`config.mk`:
```
export PLATFORM = sky130hd
export DESIGN_NAME = ffha_cell
export DESIGN_NICKNAME = d
export VERILOG_FILES = /design/src/hw/rtl/ffha_pkg.sv /design/src/hw/rtl/ffha_cell.sv
export SDC_FILE = /design/constraint.sdc
export NUM_CORES = 1
export LEC_CHECK = 0
export ABC_AREA = 0
export BUFFER_PORTS_ARGS = -buffer_cell sky130_fd_sc_hd__buf_2
export CORE_MARGIN = 2
export CORE_UTILIZATION = 45
export DETAILED_ROUTE_END_ITERATION = 6
export PLACE_DENSITY = 0.72
export SLEW_MARGIN = 40
export SYNTH_ARGS = -nofsm -noshare
export SYNTH_HDL_FRONTEND = slang
export SYNTH_SLANG_ARGS = --single-unit
export TNS_END_PERCENT = 100
```
`constraint.sdc`:
```
create_clock -name clock -period 4.2 [get_ports clock]
set_clock_uncertainty 0.05 [all_clocks]
set_input_delay 0.21 -clock clock [delete_from_list [all_inputs] [get_ports clock]]
set_output_delay 0.21 -clock clock [all_outputs]
set_load 0.01 [all_outputs]
```
`src/hw/rtl/ffha_pkg.sv`:
```
// Shared types and constants of the first-fit heap allocator.
// No dependencies.
package ffha_pkg;

   localparam int HEAP_BYTES   = 65536;
   localparam int MAX_BLOCKS   = 32;
   localparam int HEADER_BYTES = 32;
   localparam int POS_W        = 8;   // cell position, up to 256 cells
   localparam int CNT_W        = 9;   // cell count, up to 256
   localparam logic [17:0] HDR18 = 18'(HEADER_BYTES);

   localparam logic CMD_ALLOC   = 1'b0;
   localparam logic CMD_RELEASE = 1'b1;

   typedef enum logic [2:0] {
      ST_OK      = 3'd0,
      ST_NO_HEAP = 3'd1,
      ST_ZERO    = 3'd2,
      ST_UNKNOWN = 3'd3,
      ST_FULL    = 3'd4
   } status_type;

   typedef struct packed {
      logic [16:0] start;
      logic [16:0] size;
      logic        free;
   } entry_type;

   typedef enum logic [2:0] {
      OP_NOP,
      OP_MARK,
      OP_SHIFT_UP,
      OP_SHIFT_DOWN,
      OP_SPLIT,
      OP_ABSORB,
      OP_APPEND
   } cell_op_type;

   typedef struct packed {
      cell_op_type      op;
      logic [POS_W-1:0] pos;
      logic [CNT_W-1:0] cnt;
      logic             free;
      logic [17:0]      need;
      logic [16:0]      start;
      logic [15:0]      addr;
   } cell_cmd_type;

   typedef enum logic [3:0] {
      S_IDLE,
      S_SEARCH,
      S_PICK,
      S_A_OPEN,
      S_A_SPLIT,
      S_A_GROW,
      S_R_MARK,
      S_R_LEFT,
      S_R_LDROP,
      S_R_RIGHT,
      S_R_RDROP,
      S_FIN
   } fsm_type;

endpackage

```
`src/hw/rtl/ffha_cell.sv`:
```
// One table cell: holds one heap block entry and exchanges it with its neighbors.
// Depends on ffha_pkg.
module ffha_cell #(
   parameter int IDX = 0
) (
   input  logic                  clock,
   input  ffha_pkg::cell_cmd_type cmd,
   input  ffha_pkg::entry_type   left,
   input  ffha_pkg::entry_type   right,
   output ffha_pkg::entry_type   ent,
   output logic                  fit,
   output logic                  spare_ok,
   output logic                  match,
   output logic                  live_free,
   output logic [15:0]           daddr
);
   import ffha_pkg::*;

   entry_type   ent_ff, ent_in;
   logic        live;
   logic [17:0] spare;
   logic [17:0] data18;

   always_comb begin
      ent_in = ent_ff;
      unique case (cmd.op)
         OP_NOP: ;
         OP_MARK:
            if (IDX == int'(cmd.pos)) ent_in.free = cmd.free;
         OP_SHIFT_UP:
            if (IDX > int'(cmd.pos)) ent_in = left;
         OP_SHIFT_DOWN:
            if (IDX >= int'(cmd.pos)) ent_in = right;
         OP_SPLIT: begin
            if (IDX == int'(cmd.pos)) begin
               ent_in.size = cmd.need[16:0];
               ent_in.free = 1'b0;
            end else if (IDX == int'(cmd.pos) + 1) begin
               ent_in.start = 17'({1'b0, left.start} + HDR18 + cmd.need);
               ent_in.size  = 17'({1'b0, left.size} - cmd.need - HDR18);
               ent_in.free  = 1'b1;
            end
         end
         OP_ABSORB:
            if (IDX == int'(cmd.pos))
               ent_in.size = 17'({1'b0, ent_ff.size} + HDR18 + {1'b0, right.size});
         OP_APPEND:
            if (IDX == int'(cmd.pos)) begin
               ent_in.start = cmd.start;
               ent_in.size  = cmd.need[16:0];
               ent_in.free  = 1'b0;
            end
         default: ;
      endcase
   end

   always_ff @(posedge clock) begin
      ent_ff <= ent_in;
   end

   assign live      = IDX < int'(cmd.cnt);
   assign spare     = {1'b0, ent_ff.size} - cmd.need;
   assign data18    = {1'b0, ent_ff.start} + HDR18;
   assign fit       = live & ent_ff.free & ({1'b0, ent_ff.size} >= cmd.need);
   assign spare_ok  = spare >= (HDR18 + 18'd4);
   assign match     = live & (data18 == {2'b00, cmd.addr});
   assign live_free = live & ent_ff.free;
   assign daddr     = data18[15:0];
   assign ent       = ent_ff;

endmodule

```
==> impl_results.md <==
* Sw frac at 35.10%
* H-tree levels at 2
* Vias/cell at 5.470
* Drt drc at 0
* Cell mode on critical path: inv_1
* Placed cells at 1109
* FFs w/ async S/R, synth at 0%
* Worst skew pair latency at between 0.2 and 0.3 ns
* Grt ovf at 0
* Finished Layout Cells at 1117
* Fin crit share at 90.51%
* Drt pass-1 iters at 7
* Clock Sink Count at 35
* Register share of total power at a little over a quarter
* Rel. slew slack at a little under half
* Status: finished clean
* DP HPWL at between 10000 and 15000 um
* Number of DRC markers in iteration 0 at 398
* Final Util at 55.63%
* CTS resizes at 0
* Setup CP Type: reg -> out
* CTS clk-pin slew, worst paths at 0.06 ns
* CTS tree: done
* WL/cell at 15.47 um
* Commonest cells post-synth: 111 x ha_1, 78 x inv_1, 63 x a21oi_1, 58 x nor2_1, 54 x nand2_1
* Slew @ Worst Pin at 0.7839 ns
* Post-synth top area share at 22.98%
* Maximum VDD drop at 0.1505 mV
* Post-synth EDFFs at 35
* Hold Buf Count CTS at 0
* Critical path, cell by cell: inv_1 -> ha_1 -> inv_1 -> fa_1 -> a211o_1 -> a21boi_0 -> o221ai_1 -> a221oi_2 -> xor2_1 -> nand2_1 -> nor4b_1 -> nand4_1 -> buf_2
* CTS buffer count at 5
* Fin. Hold Viols at 0
* Fraction of layout cells with a size suffix above 1 at 23.59%
* WHS at ~0.14 ns
* Pint at 973.0 uW
* Total GRT Usage at 23.84%
* Finish-stage setup viols at 0
* CP Max Fanout at 4
* Fill cell count at 1296
* Max-cap viol count at 0
* Pin count of the biggest net entering global routing at 35
* Bufs on Longest Clock Path at 2
* Synthesized area at 6045 sq um
* Synth Warn # at 0
* Initial antenna violation count at 0
* P_leak at 3.538 nW
* Register area share after synthesis at 17.39%
* Placement Setup Slack at approximately 0.80 ns
* Ant diodes at 0
* Clock share of power at approximately 29%
* Initial Util at 45.83%
* Worst setup EP type: primary output
* Antenna viol nets, final at 0
* Routed WL at 17280 um
* Crit path max-delay cell type: edfxtp_1
* Count leader, synth: ha_1
* I/O pin total at 198
* Die ar. at approximately 14000 sq um
* Core area at 13190 sq um
* Combinational share of power at a little under half
* PwrDens at 204.4 nW/um^2
* Sw Pwr at 526.3 uW
* Fmax at 0.2631 GHz
* CP max stage delay at 0.43 ns
* Startpoint Class: flop
* P&R area growth vs syn at 21.38%
* Die height at 119.9 um
* Library cells used by synthesis at 64
* RSZ-0062 raised after global routing: false
* Fin. max-slew vios at 0
* Via count at 6110
* Rows at 42
* Crit path DAT at 3.54 ns
* Buf/Inv on CP at 3
* PnR worst setup slack at 0.3984 ns
* Cells after synthesis at 756
* Hold Crit Class: in -> reg
* Total negative slack at 0 ns
* Largest cells by area after synthesis: ha_1 23%, edfxtp_1 17%, xnor2_1 6.1%
* Die Width at 119.9 um
* Average cell area after synthesis at 7.995 sq um
* Most used DFF post-synth: edfxtp_1
* First-pass GRT wire length at 27460 um
* Nets at 1198
* Number of post-CTS setup repair buffers at 0
* Port Buffers at ~200
* Synth area leader: ha_1
* Post-synthesis register bit count at 35
* CP top delay family: compound AO/OA/AOI/OAI gates
* Root buffer cell: clkbuf_16
* Worst path required time at between 3 and 4 ns
* Period minus WS final at 3.802 ns
* Vias in the first global route at between 5000 and 6000
* Net Count, Synth at 1014
* Max reg flops at 35
* Final Wtd Congestion at ~0.84
-- logic make-up (layout without fill, tap and decap cells) --
family	count (synthesis)	after routing	share of synthesized area [%]
xor gates and xnor gates	70	70	10.14
muxes	6	6	0.9936
buffers and inverters	99	284	6.458
DFF	35	35	17.39
AOI/OAI and AO/OA	224	224	24.32
adders and majority gates	115	115	24.30
and+or+nand+nor	207	207	16.39
-- per-stage QoR --
step / cell area, sq um / total power [mW]
CTS: 7330 / 1.503
global route: 7337 / 1.608
global placement: 7163 / 1.060
finish: 7337 / 1.499
floorplan: 6045 / 0.8836
detailed placement: 7166 / 1.069
-- power by group through the flow --
stage	Sequential, mW	Clock, mW	Combinational [mW]
global route	0.391	0.451	0.766
finish	0.391	0.429	0.679
global placement	0.399	0	0.661
floorplan	0.399	0	0.485
CTS	0.391	0.437	0.675
detailed placement	0.399	0	0.671
-- layer usage --
layer,wire length (um),track usage [%],vias to the layer above
met5,0,0,-
met1,8174,33.28,2746
met4,218,4.779,0
met2,7791,39.57,210
li1,-,-,3138
met3,1095,3.184,16
-- worst register-to-register path, delay by kind of cell, from the launching register on --
family,cells,cell delay (ns)
adders and majority gates,3,1.02
DFF,1,0.46
AOI/OAI and AO/OA,7,1.68
-- layout by cell type (no fill, tap or decap), drive strengths merged, types with 15 or more instances in the layout --
cell type  count
xor2          28
edfxtp        35
ha           111
nand3         15
nor3          21
xnor2         42
buf          198
inv           78
nand2         54
o21ai         57
a21oi         65
nor2          58
-- final timing paths --
kind,to,startpoint,slack [ns],cells past startpoint
worst max-delay path,spare_ok,ent[1],0.40,13
worst min-delay path,ent[28],right[28],0.14,3
worst max register to register,ent[16],ent[2],0.75,10
worst min register to register,ent[1],ent[1],0.86,4
-- area by class of cell --
class	count	area [sq um]	area share (%)
repair buffers	198	996.0	13.57
clock inverters	3	38.79	0.5286
flip-flops and latches	35	1051	14.32
well taps	176	220.2	3.001
inverters	78	292.8	3.990
multi-input cells	622	4613	62.88
clock buffers	5	125.1	1.705
(Power assumes the default switching activity.)
